## src/rtl/ube_ram.sv

```systemverilog
// ----------------------------------------------------------------------------
// ube_ram: generic RAM
// One write port and one read port, read data registered.
// ----------------------------------------------------------------------------
`default_nettype none

module ube_ram #(
  parameter int Width = 8,
  parameter int Depth = 256
) (
  input  wire logic                     clk_i,
  input  wire logic                     we_i,
  input  wire logic [$clog2(Depth)-1:0] waddr_i,
  input  wire logic [Width-1:0]         wdata_i,
  input  wire logic [$clog2(Depth)-1:0] raddr_i,
  output logic      [Width-1:0]         rdata_o
);

  logic [Width-1:0] mem_q [Depth];

  always_ff @(posedge clk_i) begin
    if (we_i) begin
      mem_q[waddr_i] <= wdata_i;
    end
    rdata_o <= mem_q[raddr_i];
  end

endmodule

`default_nettype wire

```

## config.mk

```make
export PLATFORM = sky130hd
export DESIGN_NAME = ube_ram
export DESIGN_NICKNAME = d
export VERILOG_FILES = /design/src/rtl/ube_ram.sv
export SDC_FILE = /design/constraint.sdc
export NUM_CORES = 2
export LEC_CHECK = 0
export ABC_AREA = 1
export BUFFER_PORTS_ARGS = -buffer_cell sky130_fd_sc_hd__buf_2
export CAP_MARGIN = 0
export CORE_UTILIZATION = 49
export CTS_BUF_LIST = sky130_fd_sc_hd__clkbuf_8
export DETAILED_ROUTE_END_ITERATION = 8
export PLACE_DENSITY = 0.68
export RECOVER_POWER = 100
export REMOVE_ABC_BUFFERS = 1
export SLEW_MARGIN = 10
export SYNTH_ARGS = -nofsm -noshare
export SYNTH_HDL_FRONTEND = slang
export SYNTH_SLANG_ARGS = --single-unit
```

## constraint.sdc

```tcl
create_clock -name clk_i -period 2.6 [get_ports clk_i]
set_clock_uncertainty 0.15 [all_clocks]
set_input_delay 0.26 -clock clk_i [delete_from_list [all_inputs] [get_ports clk_i]]
set_output_delay 0.26 -clock clk_i [all_outputs]
set_load 0.01 [all_outputs]
```

==> metrics.md <==
| Metric | Value |
|---|---|
| Worst-skew pair later-pin latency | `approximately 1.1 ns` |
| Worst EP arrival | `3.27 ns` |
| Share of cells above drive strength 1 | `between 10% and 20%` |
| Power Dens Cells | `706.5 nW/um^2` |
| Seq/Total Area, Yosys | `73.94%` |
| Area growth syn-to-layout | `13.55%` |
| WP buf/inv | `6` |
| Core area | `169300 sq um` |
| Initial Util | `49.26%` |
| CP Launch Type | `input port` |
| VDD IR max | `about 0.55 mV` |
| Number of synthesized flops with an enable pin | `2048` |
| Largest net degree at the start of global routing | `77` |
| Slowest CP cell | `nand2_1` |
| Switching Fraction | `23.47%` |
| Post-synth cell types | `14` |
| Cell taking the most area after synthesis | `edfxtp_1` |
| # IOs | `34` |
| DP Wirelength | `141.4 mm` |
| Root buf cell | `clkbuf_8` |
| Post-synthesis mux area share | `0%` |
| Top delay family on crit path | `buffers and inverters` |
| Post-CTS setup buffer count | `0` |
| Die Span X | `414.6 um` |
| Top cell by count, worst path | `nor2_1` |
| 1st-iter DRT viols | `7631` |
| Post-Syn Instances | `7003` |
| Die H | `~410 um` |
| #FFs+latches synth | `2056` |
| CTS tree | `yes` |
| Least-Margin Pin Slew | `2.240 ns` |
| Max-cap violations | `8` |
| Top-count cell post-synth | `nand2_1` |
| I/O Buffers | `33` |
| Rows | `151` |
| H-tree depth | `5` |
| Achievable Freq | `approximately 370 MHz` |
| Total track usage | `26.95%` |
| Total CTS buffers | `341` |
| Crit Path Class | `in -> reg` |
| Largest family of logic cells by synthesized area | `simple AND/OR/NAND/NOR gates` |
| Nets | `7546` |
| Number of gates resized after cts | `0` |
| Failing checks | `max-capacitance violations, max-slew violations, negative setup slack` |
| Hold Buf Count CTS | `39` |
| Post-Synth XOR/XNOR Area | `0%` |
| Initial antenna violation count | `12` |
| LEAKAGE | `33.76 nW` |
| Vias per cell | `roughly 5.8` |
| Sw Pwr | `approximately 16 mW` |
| First-pass GRT wire length | `347.3 mm` |
| HP Class | `in -> reg` |
| Sequential power share | `54.8%` |
| Syn_area_per_cell | `11.91 sq um` |
| Via count | `around 58000` |
| Yosys warns | `0` |
| Final ANT Viol Nets | `0` |
| Worst EP required | `3.18 ns` |
| Crit path cell chain | `dlygate4sd3_1 > clkbuf_1 > inv_1 > nor2_1 > inv_1 > nor2_1 > nand2_1 > clkbuf_2 > nor2_1 > clkbuf_2` |
| Synth area leaders | `edfxtp_1 (74%), nand3_1 (12%), nand2_1 (9.6%), buf_2 (1.6%), nor2_1 (1.3%)` |
| Simple-gate share of the synthesized area | `between 20% and 30%` |
| Clock transition at path regs | `0.06 ns` |
| CP endpoint kind | `register` |
| Fraction of post-synthesis cell area in the top cell type by area | `73.74%` |
| Fin. max-slew vios | `465` |
| Setup-failing EPs final | `64` |
| Drt drc | `0` |
| Wirelength per Cell | `approximately 23 um` |
| GP Congestion | `0.9277` |
| Top cells by count, synth | `nand2_1 (2123), edfxtp_1 (2048), nand3_1 (2019), nor2_1 (283), buf_2 (268)` |
| Hold Vio Cnt, Final | `0` |
| Final Cycle Share | `103.5%` |
| Async SR Flop Fraction | `0%` |
| # fillers | `14036` |
| Die ar. | `171900 sq um` |
| Clock power share | `between 30% and 40%` |
| Synth Area in Adders | `0%` |
| Primary FF master, synth | `edfxtp_1` |
| Crit path time final | `2.690 ns` |
| Max_slew headroom | `-49.35%` |
| Mapped Area | `83400 sq um` |
| Final WL | `233.7 mm` |
| Initial DRT Pass Iterations | `6` |
| Grt ovf | `0` |
| Compound-Gate Fraction of Synth Area | `0%` |
| Clock sink count | `2056` |
| Outcome | `complete, but fails checks` |
| Critical Path Fanout Max | `8` |
| RSZ-0062 raised after global routing | `false` |
| Clock buffer depth | `4` |
| Combinational Power Share | `6.7%` |
| Setup ws final | `-0.08979 ns` |
| CP peak stage delay | `~0.75 ns` |
| Min Hold Slack | `0.07952 ns` |
| Internal | `51.20 mW` |
| Pre-CTS setup slack | `-0.1751 ns` |
| Vias in the first global route | `about 55000` |
[stage by stage]
stage | total power, mW | TNS [ns] | area (sq um) | cells | util, %
finish | 66.91 | -3.192 | 94700 | 9963 | 55.94
detailed placement | 41.77 | -0.5384 | 89640 | 9356 | 52.95
floorplan | 39.20 | -27.62 | 80940 | 6520 | -
CTS | 67.16 | 0 | 95980 | 9960 | 56.70
global placement | 41.71 | -0.5231 | 89640 | 9356 | 52.95
global route | 68.89 | 0 | 94700 | 9962 | 55.94
[worst reg2reg max path, stage by stage (launching register included)]
cell           delay, ns
edfxtp_1            0.35
nand2_1             0.08
nand3_1             0.09
nand3_1             0.15
nand3_1             0.11
nand3_1             0.25
nand3_1             0.22
nand3_1             0.15
dlygate4sd3_1       0.58
nand2_1             0.05
nand2_1             0.06
nand2_1             0.05
[path summary, 6_finish.rpt]
path                                         startpoint                       to  slack (ns)  cells after the start
worst min register to register  mem_q[154][6]$_DFFE_PP_       rdata_o[6]$_DFF_P_        0.83                     10
worst max-delay path                         waddr_i[0]  mem_q[117][1]$_DFFE_PP_       -0.09                     10
worst min-delay path                         wdata_i[7]  mem_q[130][7]$_DFFE_PP_        0.08                      2
worst max register to register  mem_q[137][0]$_DFFE_PP_       rdata_o[0]$_DFF_P_        0.14                     11
[power groups by stage]
stage	Sequential, mW	Combinational [mW]	Clock [mW]
CTS	36.6	4.52	26.0
detailed placement	37.3	4.46	0
finish	36.6	4.50	25.8
floorplan	37.3	1.93	0
global placement	37.3	4.41	0
global route	36.6	4.82	27.4
[state kept, by name, indices dropped and copies added (netlist names)]
register  cells
rdata_o       8
mem_q      2048
[logic make-up (layout without fill, tap and decap cells)]
group | after synthesis | in the layout
other | 0 | 3
flip-flops | 2056 | 2056
AND/OR/NAND/NOR | 4425 | 4425
buffers and inverters | 522 | 1261
[cell usage in the layout (no fill, tap or decap)]
cell type and instances:
nand2_1 2123, edfxtp_1 2048, nand3_1 2019, clkbuf_8 348
nor2_1 283, clkbuf_1 230, buf_4 174, inv_1 168
clkbuf_2 100, buf_12 86, clkinv_1 45, dlygate4sd3_1 39
clkinv_2 20, buf_2 15, bufinv_16 11, clkbuf_4 9
dfxtp_1 8, clkinvlp_4 4, buf_8 4, diode_2 3
inv_8 2, inv_6 2, inv_16 1, inv_4 1
inv_2 1, clkinv_8 1
[cell type report]
type	instances	area (sq um)	area share, %
antenna	3	7.507	0.007927
clock buffer	348	4790	5.058
clock inverter	217	1166	1.231
inverter	39	180.2	0.1903
multi-input combinational	4425	19140	20.21
sequential	2056	61660	65.11
tap	2218	2775	2.931
timing repair buffer	657	4985	5.264
[metal layers]
layer | global-route usage (%) | routed length [um] | share of wire (%) | up-vias
met5 | 0 | 64 | 0.027 | -
met4 | 11.85 | 10320 | 4.4 | 10
met3 | 5.842 | 23800 | 10 | 548
met2 | 42.30 | 109600 | 47 | 3136
met1 | 36.27 | 89890 | 38 | 27926
li1 | - | - | - | 25941
No activity file was read; power rests on OpenSTA's default activity.
